==> src/hw/rtl/bgcrc8_pkg.sv <==
// Package for the bit-granular CRC-8 checker: transaction payload types,
// CRC constants and the byte and tail step functions. No dependencies.
`timescale 1ns / 1ps

package bgcrc8_pkg;

   localparam logic [7:0] CRC_POLY        = 8'h1D;
   localparam logic [7:0] FIRST_BYTE_MASK = 8'h3F;
   localparam int         MIN_BIT_LENGTH  = 14;

   typedef struct packed {
      logic [7:0]  data_byte;
      logic        first_byte;
      logic [11:0] bit_length;
   } req_payload_type;

   typedef struct packed {
      logic [7:0] checksum;
      logic       length_error;
   } rsp_payload_type;

   function automatic logic [7:0] crc_byte_step(input logic [7:0] value);
      logic [7:0] crc;
      crc = value;
      for (int k = 0; k < 8; k++) begin
         crc = crc[7] ? ({crc[6:0], 1'b0} ^ CRC_POLY) : {crc[6:0], 1'b0};
      end
      return crc;
   endfunction

   function automatic logic [7:0] crc_tail_step(input logic [7:0] crc_cur,
                                                input logic [7:0] data,
                                                input logic [2:0] nbits);
      logic [7:0] crc;
      crc = crc_cur;
      for (int k = 0; k < 7; k++) begin
         if (3'(k) < nbits) begin
            crc = crc[7] ? ({crc[6:0], 1'b0} ^ CRC_POLY) : {crc[6:0], 1'b0};
            crc[0] = crc[0] ^ data[3'(7 - k)];
         end
      end
      return crc;
   endfunction

endpackage

==> src/hw/rtl/bit_granular_crc8_check.sv <==
// Top level of the bit-granular CRC-8 checker (polynomial 0x11D, MSB first).
// Depends on bgcrc8_pkg for payload types and CRC step functions.
//
//   channel  direction  handshake              payload
//   req      in         req_valid / req_ready  req_payload_type (byte, first, length)
//   rsp      out        rsp_valid / rsp_ready  rsp_payload_type (checksum, length_error)
//
// One byte transaction per cycle while req_ready is high; the byte or tail CRC step completes in the accepting cycle.
// A result appears in the output register the cycle after the byte that completes the field.
// req_ready drops only while a result is held in the output register and rsp_ready is low.
// Synchronous reset clears the running CRC, byte index, field length and output valid.
`timescale 1ns / 1ps

module bit_granular_crc8_check
   import bgcrc8_pkg::*;
#(
   parameter int MAX_BIT_LENGTH = 4095
) (
   input  logic            clock,
   input  logic            reset,
   input  logic            req_valid,
   output logic            req_ready,
   input  req_payload_type req_payload,
   output logic            rsp_valid,
   input  logic            rsp_ready,
   output rsp_payload_type rsp_payload
);

   localparam int LEN_W = $clog2(MAX_BIT_LENGTH + 3);
   localparam int IDX_W = LEN_W - 3;
   localparam int CMP_W = (LEN_W > 12) ? LEN_W : 12;

   logic [7:0]       crc_ff, crc_in;
   logic [IDX_W-1:0] idx_ff, idx_in;
   logic [LEN_W-1:0] bits_ff, bits_in;
   logic             active_ff, active_in;
   logic             rsp_valid_ff;
   rsp_payload_type  rsp_ff, rsp_in;

   logic             take, emit;
   logic [CMP_W-1:0] len_ext, len_sat;
   logic [LEN_W-1:0] len_sum;
   logic [IDX_W-1:0] nfull;
   logic [2:0]       tail;
   logic [IDX_W:0]   idx_next;
   logic [7:0]       crc_xor;

   assign req_ready   = !rsp_valid_ff || rsp_ready;
   assign take        = req_valid && req_ready;
   assign rsp_valid   = rsp_valid_ff;
   assign rsp_payload = rsp_ff;

   assign len_ext  = CMP_W'(req_payload.bit_length);
   assign len_sat  = (len_ext > CMP_W'(MAX_BIT_LENGTH)) ? CMP_W'(MAX_BIT_LENGTH) : len_ext;
   assign len_sum  = bits_ff + LEN_W'(2);
   assign nfull    = len_sum[LEN_W-1:3];
   assign tail     = len_sum[2:0];
   assign idx_next = {1'b0, idx_ff} + (IDX_W + 1)'(1);
   assign crc_xor  = crc_ff ^ req_payload.data_byte;

   always_comb begin
      crc_in    = crc_ff;
      idx_in    = idx_ff;
      bits_in   = bits_ff;
      active_in = active_ff;
      emit      = 1'b0;
      rsp_in    = '0;
      if (req_payload.first_byte) begin
         bits_in = LEN_W'(len_sat);
         if (len_sat < CMP_W'(MIN_BIT_LENGTH)) begin
            crc_in              = '0;
            idx_in              = '0;
            active_in           = 1'b0;
            emit                = 1'b1;
            rsp_in.length_error = 1'b1;
         end else begin
            crc_in    = crc_byte_step(req_payload.data_byte & FIRST_BYTE_MASK);
            idx_in    = IDX_W'(1);
            active_in = 1'b1;
         end
      end else if (active_ff) begin
         idx_in = idx_next[IDX_W-1:0];
         priority if (idx_next < (IDX_W + 1)'(nfull)) begin
            crc_in = crc_byte_step(crc_xor);
         end else if (idx_next == (IDX_W + 1)'(nfull)) begin
            crc_in = crc_xor;
            if (tail == 3'd0) begin
               active_in       = 1'b0;
               emit            = 1'b1;
               rsp_in.checksum = crc_xor;
            end
         end else begin
            crc_in          = crc_tail_step(crc_ff, req_payload.data_byte, tail);
            active_in       = 1'b0;
            emit            = 1'b1;
            rsp_in.checksum = crc_in;
         end
      end
   end

   always_ff @(posedge clock) begin
      if (reset) begin
         crc_ff       <= '0;
         idx_ff       <= '0;
         bits_ff      <= '0;
         active_ff    <= 1'b0;
         rsp_valid_ff <= 1'b0;
      end else begin
         if (take) begin
            crc_ff    <= crc_in;
            idx_ff    <= idx_in;
            bits_ff   <= bits_in;
            active_ff <= active_in;
         end
         if (take && emit) begin
            rsp_valid_ff <= 1'b1;
         end else if (rsp_ready) begin
            rsp_valid_ff <= 1'b0;
         end
      end
   end

   always_ff @(posedge clock) begin
      if (take && emit) begin
         rsp_ff <= rsp_in;
      end
   end

   a_error_zero_sum: assert property (@(posedge clock) disable iff (reset)
      rsp_valid_ff && rsp_ff.length_error |-> rsp_ff.checksum == 8'h00)
      else $error("flagged result carries a non-zero checksum");

   a_active_index: assert property (@(posedge clock) disable iff (reset)
      active_ff |-> idx_ff != '0 && (IDX_W + 1)'(idx_ff) <= (IDX_W + 1)'(nfull))
      else $error("byte index outside the active field");

   a_active_length: assert property (@(posedge clock) disable iff (reset)
      active_ff |-> bits_ff >= LEN_W'(MIN_BIT_LENGTH))
      else $error("active field shorter than the minimum length");

   a_short_flag: assert property (@(posedge clock) disable iff (reset)
      take && req_payload.first_byte && len_sat < CMP_W'(MIN_BIT_LENGTH)
      |=> rsp_valid_ff && rsp_ff.length_error && !active_ff)
      else $error("short field not flagged");

endmodule

==> config.mk <==
export PLATFORM = sky130hd
export DESIGN_NAME = bit_granular_crc8_check
export DESIGN_NICKNAME = d
export VERILOG_FILES = /design/src/hw/rtl/bgcrc8_pkg.sv /design/src/hw/rtl/bit_granular_crc8_check.sv
export SDC_FILE = /design/constraint.sdc
export NUM_CORES = 1
export LEC_CHECK = 0
export BUFFER_PORTS_ARGS = -buffer_cell sky130_fd_sc_hd__buf_2
export CORE_MARGIN = 4
export CORE_UTILIZATION = 55
export DETAILED_ROUTE_END_ITERATION = 16
export HOLD_SLACK_MARGIN = 0.15
export PLACE_DENSITY = 0.78
export SKIP_CTS_REPAIR_TIMING = 1
export SKIP_LAST_GASP = 1
export SLEW_MARGIN = 20
export SYNTH_ARGS = -nofsm -noshare
export SYNTH_HDL_FRONTEND = slang
export SYNTH_SLANG_ARGS = --single-unit
export TNS_END_PERCENT = 100
==> constraint.sdc <==
create_clock -name clock -period 3.7 [get_ports clock]
set_clock_uncertainty 0.1 [all_clocks]
set_input_delay 0.37 -clock clock [delete_from_list [all_inputs] [get_ports clock]]
set_output_delay 0.37 -clock clock [all_outputs]
set_load 0.03 [all_outputs]
==> metrics.md, run 1 <==
| Metric | Value |
|---|---|
| Outcome | `complete, no violations` |
| Area grow syn2layout | `8.34%` |
| Die span in x | `between 90 and 100 µm` |
| Crit path time final | `3.44 ns` |
| Post-Synth XOR/XNOR Area | `17.0%` |
| Count of input and output buffers | `35` |
| PD cells | `335 mW/mm²` |
| Reg2reg end | `crc_ff[6]` |
| Relative slew slack | `49.6%` |
| CP Launch Type | `register` |
| Syn Area/Cell | `7.70 µm²` |
| Clk sinks | `between 40 and 50` |
| Static leakage | `between 1.5 and 2 nW` |
| Final setup violation count | `0` |
| # IOs | `36` |
| Worst-path clk slew | `0.08 ns` |
| CTS max path bufs | `2` |
| Syn Inst Count | `512` |
| Routed Antenna Nets | `0` |
| Internal power | `approximately 0.87 mW` |
| Yosys reg bits | `41` |
| Crit end category | `register` |
| Post-route DRC violation count | `0` |
| Inserted Diodes | `0` |
| Fin. max-slew vios | `0` |
| GR Overflow Total | `0` |
| Most common cell after layout, fill and taps aside | `nor2_1` |
| Drt total wl | `10,800 µm` |
| DIE AREA | `0.00859 mm²` |
| Worst slack at placement | `roughly 0.11 ns` |
| Area post-placement | `0.00418 mm²` |
| Post-synthesis simple-gate area fraction | `approximately 25%` |
| Yosys top cell area share | `16.2%` |
| Netlist Area Pre-Place | `0.00394 mm²` |
| Post-synth EDFFs | `9` |
| Vias in the first global route | `3,569` |
| Design area | `0.00427 mm²` |
| Crit path capture | `crc_ff[6]` |
| DP Wirelength | `between 8000 and 9000 µm` |
| CTS root buf | `clkbuf_8` |
| Launch point of the worst reg-to-reg path | `bits_ff[1]` |
| Combinational family with the most area after synthesis | `simple AND/OR/NAND/NOR gates` |
| Via count | `roughly 4,000` |
| Max_cap viols | `0` |
| CP max FO | `8` |
| Flop pwr share | `35.4%` |
| Ys async rst share | `0%` |
| Fraction of layout cells with a size suffix above 1 | `around an eighth` |
| VDD IR max | `~0.20 mV` |
| Synth unique cells | `66` |
| Sw power | `~0.56 mW` |
| Finished Core Util | `62.2%` |
| DR WL/cell | `17.1 µm` |
| Worst reg2reg path depth | `14` |
| DIE HEIGHT | `92.7 µm` |
| H-tree depth | `2` |
| Largest net degree at the start of global routing | `33` |
| Layout Nets | `577` |
| Primary FF master, synth | `dfxtp_1` |
| Clock power share | `just over 20%` |
| Crit path required time | `3.76 ns` |
| Starting density of the core | `57.4%` |
| Crit path DAT | `roughly 3.5 ns` |
| Final cycle utilization of the critical path | `a little over 90%` |
| Initial drt markers | `415` |
| CTS tree | `built` |
| FF-to-FF setup slack | `0.26 ns` |
| Final Worst Setup Slack | `approximately 0.26 ns` |
| Commonest cells after routing, fill and taps aside | `53 x nor2_1, 46 x nand2_1, 45 x xnor2_1` |
| Via density per instance | `6.22` |
| Synth warn | `0` |
| Clock insertion delay at the later pin of the skew report | `roughly 0.29 ns` |
| Global Route Usage Sum | `around 26%` |
| Sw Ratio | `about two fifths` |
| Post-synthesis adder-cell area fraction | `5.39%` |
| Core area | `0.00687 mm²` |
| Unrepaired setup endpoints after global routing | `true` |
| Antenna violations before repair | `0` |
| Compound-Gate Fraction of Synth Area | `22.4%` |
| First-pass GRT wire length | `between 15,000 and 20,000 µm` |
| Area leader, netlist | `dfxtp_1` |
| Setup CP Type | `register to register` |
| DR pass1 iterations | `5` |
| CTS buffer count | `5` |
| Worst-Margin Slew | `0.755 ns` |
| Final-report hold violation count | `0` |
| Min-delay worst type | `input pin to register` |
| Mux share of post-synthesis cell area | `~1.8%` |
| Register area share after synthesis | `a little under a quarter` |
| F_max | `290 MHz` |
| Final RePlAce weighted congestion | `1.04` |
| Rows | `30` |
| Gate power share | `between 40 and 50%` |
| Net Count, Synth | `554` |
| Crit path launch | `bits_ff[1]` |
| Synth area leaders | `dfxtp_1 16%, xnor2_1 10%, edfxtp_1 6.9%` |
[kinds of logic after synthesis]
kind of cell,count (synthesis)
XOR/XNOR,75
AO/OA/AOI/OAI,128
AND/OR/NAND/NOR,198
flip-flops,41
adder cells (fa/ha/maj),17
multiplexers,7
buffers and inverters,46
[cell usage after synthesis, types with 11 or more instances]
library cell  count
nor2_1           53
nand2_1          46
xnor2_1          45
a21oi_1          42
dfxtp_1          32
nand3_1          29
xor2_1           29
o21ai_0          20
clkbuf_1         18
ha_1             17
inv_1            12
nor3_1           11
[power groups by stage]
| stage | registers, mW | logic (mW) | clock network, mW |
|---|---|---|---|
| detailed placement | 0.517 | 0.612 | 0 |
| finish | 0.508 | 0.636 | 0.290 |
| global route | 0.511 | 0.688 | 0.316 |
| global placement | 0.516 | 0.608 | 0 |
| CTS | 0.507 | 0.616 | 0.290 |
| floorplan | 0.494 | 0.500 | 0 |
[critical path, stage by stage (launching register included)]
cell,delay (ns)
dfxtp_1,0.36
inv_1,0.11
nor3_2,0.25
and3_1,0.25
nand3_1,0.12
xor2_1,0.16
ha_1,0.30
and3_1,0.16
nand3_1,0.13
or4_4,0.61
o21ai_1,0.10
a221oi_1,0.07
a211o_1,0.30
a221oi_2,0.21
nor3_1,0.08
[cell type report]
class	instances	area (µm²)
inverters	13	48.8
flip-flops and latches	41	911
multi-input cells	425	2830
fillers	627	2600
repair buffers	49	280
clock buffers	7	76.3
clock inverters	1	5.00
well taps	96	120
[routing by layer]
layer / up-vias / GRT usage [%] / share of wire [%]
li1: 1870 / - / -
met1: 1832 / 37.8 / 46
met2: 209 / 38.1 / 42
met3: 17 / 6.09 / 11
met4: 0 / 4.64 / 0.94
met5: - / 0 / 0
[worst min path at each step]
stage / to / from / cells past startpoint / slack (ns)
final: bits_ff[0] / req_payload[0] / 3 / 0.22
after global routing: bits_ff[0] / req_payload[0] / 3 / 0.22
after CTS: bits_ff[0] / req_payload[0] / 3 / 0.22
after detailed placement: bits_ff[10] / bits_ff[10] / 2 / 0.38
after global placement: bits_ff[10] / bits_ff[10] / 2 / 0.38
after floorplan: crc_ff[0] / reset / 1 / 0.35
[metrics by stage]
stage          hold slack, ns  total power [mW]  cells  setup TNS, ns
6_report                0.221              1.43    632              0
3_3_place_gp            0.375              1.12    624              0
5_1_grt                 0.223              1.51    632        -0.0155
3_5_place_dp            0.376              1.13    624              0
2_1_floorplan           0.353             0.994    512              0
4_1_cts                 0.224              1.41    632              0
[sequential cells by signal, summed over array words and instances, names as in the netlist]
signal and cells:
crc_ff 8, bits_ff 12, rsp_payload 9, active_ff 1
idx_ff 10, rsp_valid 1
No activity file was read; power rests on OpenSTA's default activity.
==> run 2, diff against run 1 <==
RECOVER_POWER = 100   (was default)
==> run 2 against run 1 <==
  * Flip-flop and latch count unchanged
  * Sequential share of layout area up 0.088 points
  * Largest cell class unchanged
  * Hold slack about the same
  * Design area down 0.41%
  * Critical endpoint unchanged
  * Die area unchanged
==> metrics.md, run 2 (same netlist as run 1, synthesis figures left out) <==
| Metric | Value |
|---|---|
| Outcome | `complete, no violations` |
| Uppermost layer routed | `met4` |
| PD cells | `337 mW/mm² (+0.41%)` |
| First-pass GRT wire length | `17,900 µm (unchanged)` |
| Most common cell after layout, fill and taps aside | `nor2_1` |
| DIE AREA | `0.00859 mm² (unchanged)` |
| Crit path required time | `3.76 ns (about the same)` |
| DR pass1 iterations | `6 (+1)` |
| Die span in x | `92.7 µm (unchanged)` |
| Rows | `30 (unchanged)` |
| H-tree depth | `2 (unchanged)` |
| CTS root buf | `clkbuf_8` |
| Clock insertion delay at the later pin of the skew report | `0.29 ns (about the same)` |
| Max reg flops | `12 (unchanged)` |
| Finished Core Util | `61.9% (-0.26 points)` |
| Inserted Diodes | `0 (unchanged)` |
| FF-to-FF setup slack | `0.26 ns (about the same)` |
| Crit path capture | `crc_ff[6]` |
| Final cycle utilization of the critical path | `93.0% (-0.10 points)` |
| Most flop-heavy register | `bits_ff` |
| Fraction of layout cells with a size suffix above 1 | `11.0% (-2.2 points)` |
| CTS tree | `built` |
| CP max FO | `8 (unchanged)` |
| Drt total wl | `10,800 µm (+0.17%)` |
| Core area | `0.00687 mm² (unchanged)` |
| Starting density of the core | `57.4% (unchanged)` |
| Met2 wire length | `4500 µm (about the same)` |
| Antenna violations before repair | `0 (unchanged)` |
| Clk sinks | `41 (unchanged)` |
| Crit path time final | `3.44 ns (-0.00385 ns)` |
| Final-report hold violation count | `0 (unchanged)` |
| Reg2reg end | `crc_ff[6]` |
| Fillers | `634 (+1.1%)` |
| VDD IR max | `0.200 mV (about the same)` |
| Final RePlAce weighted congestion | `1.04 (unchanged)` |
| Unrepaired setup endpoints after global routing | `true` |
| GR Overflow Total | `0 (unchanged)` |
| Worst-path clk slew | `0.08 ns (about the same)` |
| Vias in the first global route | `3,569 (unchanged)` |
| DR WL/cell | `17.1 µm (+0.17%)` |
| Routed Antenna Nets | `0 (unchanged)` |
| Worst-Margin Slew | `1.36 ns (+0.602 ns)` |
| Via count | `3,931 (+0.076%)` |
| Commonest cells after routing, fill and taps aside | `53 x nor2_1, 46 x nand2_1, 45 x xnor2_1` |
| Launch point of the worst reg-to-reg path | `bits_ff[1]` |
| Worst reg2reg path depth | `14 (unchanged)` |
| Metal-1 WL | `5020 µm (about the same)` |
| Area grow syn2layout | `7.90%` |
| Crit end category | `register` |
| Static leakage | `1.64 nW (-2.8%)` |
| CTS buffer count | `5 (unchanged)` |
| Global Route Usage Sum | `25.6% (unchanged)` |
| Post-route DRC violation count | `0 (unchanged)` |
| Crit path launch | `bits_ff[1]` |
| Via density per instance | `6.22 (about the same)` |
| Count of input and output buffers | `35 (unchanged)` |
| Worst hold slack | `0.220 ns (-0.000190 ns)` |
| CP Launch Type | `register` |
| DP Wirelength | `8100 µm (unchanged)` |
| CTS max path bufs | `2 (unchanged)` |
| Largest net degree at the start of global routing | `33 (unchanged)` |
| F_max | `291 MHz (+0.11%)` |
| Routed wl met3 | `1190 µm (+0.59%)` |
| Setup CP Type | `register to register` |
| Max_cap viols | `0 (unchanged)` |
| DIE HEIGHT | `92.7 µm (unchanged)` |
| Min-delay worst type | `input pin to register` |
| Crit path DAT | `3.50 ns (about the same)` |
| Layout Nets | `577 (unchanged)` |
| Relative slew slack | `9.57% (-40 points)` |
| Final setup violation count | `0 (unchanged)` |
| Initial drt markers | `414 (-0.24%)` |
| Fin. max-slew vios | `0 (unchanged)` |
| # IOs | `36 (unchanged)` |
[run 2: how the worst min path moves through the flow]
stage                             end      startpoint  slack (ns)  depth (start not counted)
after CTS                  bits_ff[0]  req_payload[0]        0.22                          3
after global routing       bits_ff[0]  req_payload[0]        0.22                          3
after detailed placement  bits_ff[10]     bits_ff[10]        0.38                          2
after global placement    bits_ff[10]     bits_ff[10]        0.38                          2
after floorplan             crc_ff[0]           reset        0.35                          1
final                      bits_ff[0]  req_payload[0]        0.22                          3
[run 2: final cells by class]
| type | count | area, µm² | area share, % |
|---|---|---|---|
| Clock buffer | 7 | 76.3 | 1.79 |
| Clock inverter | 1 | 5.00 | 0.118 |
| Inverter | 13 | 48.8 | 1.15 |
| Multi-Input combinational cell | 425 | 2830 | 66.5 |
| Sequential cell | 41 | 911 | 21.4 |
| Tap cell | 96 | 120 | 2.82 |
| Timing Repair Buffer | 49 | 263 | 6.17 |
[run 2: per-stage QoR]
stage          setup slack [ns]  cells  TNS (ns)  instance area, µm²  total power [mW]
6_report                  0.260    632         0                4260              1.43
5_1_grt                 -0.0155    632   -0.0155                4260              1.51
4_1_cts                  0.0715    632         0                4260              1.41
3_5_place_dp              0.107    624         0                4180              1.13
3_3_place_gp              0.231    624         0                4180              1.12
2_1_floorplan            0.0724    512         0                3940             0.994
[run 2: critical path, stage by stage, from the launching register on]
cell	delay, ns
dfxtp_1	0.36
inv_1	0.11
nor3_2	0.25
and3_1	0.25
nand3_1	0.12
xor2_1	0.16
ha_1	0.30
and3_1	0.16
nand3_1	0.13
or4_4	0.61
o21ai_1	0.10
a221oi_1	0.07
a211o_1	0.30
a221oi_2	0.21
nor3_1	0.07
[run 2: power by group]
part	switching, mW	internal, mW	total [mW]
Combinational	0.368	0.267	0.635
Clock	0.157	0.133	0.290
Sequential	0.0360	0.472	0.508
Total	0.561	0.872	1.43
[run 2: routing by layer]
metal | GRT usage [%] | vias to the layer above
met5 | 0 | -
met4 | 4.64 | 0
met3 | 6.09 | 19
met2 | 38.1 | 230
met1 | 37.8 | 1811
li1 | - | 1871
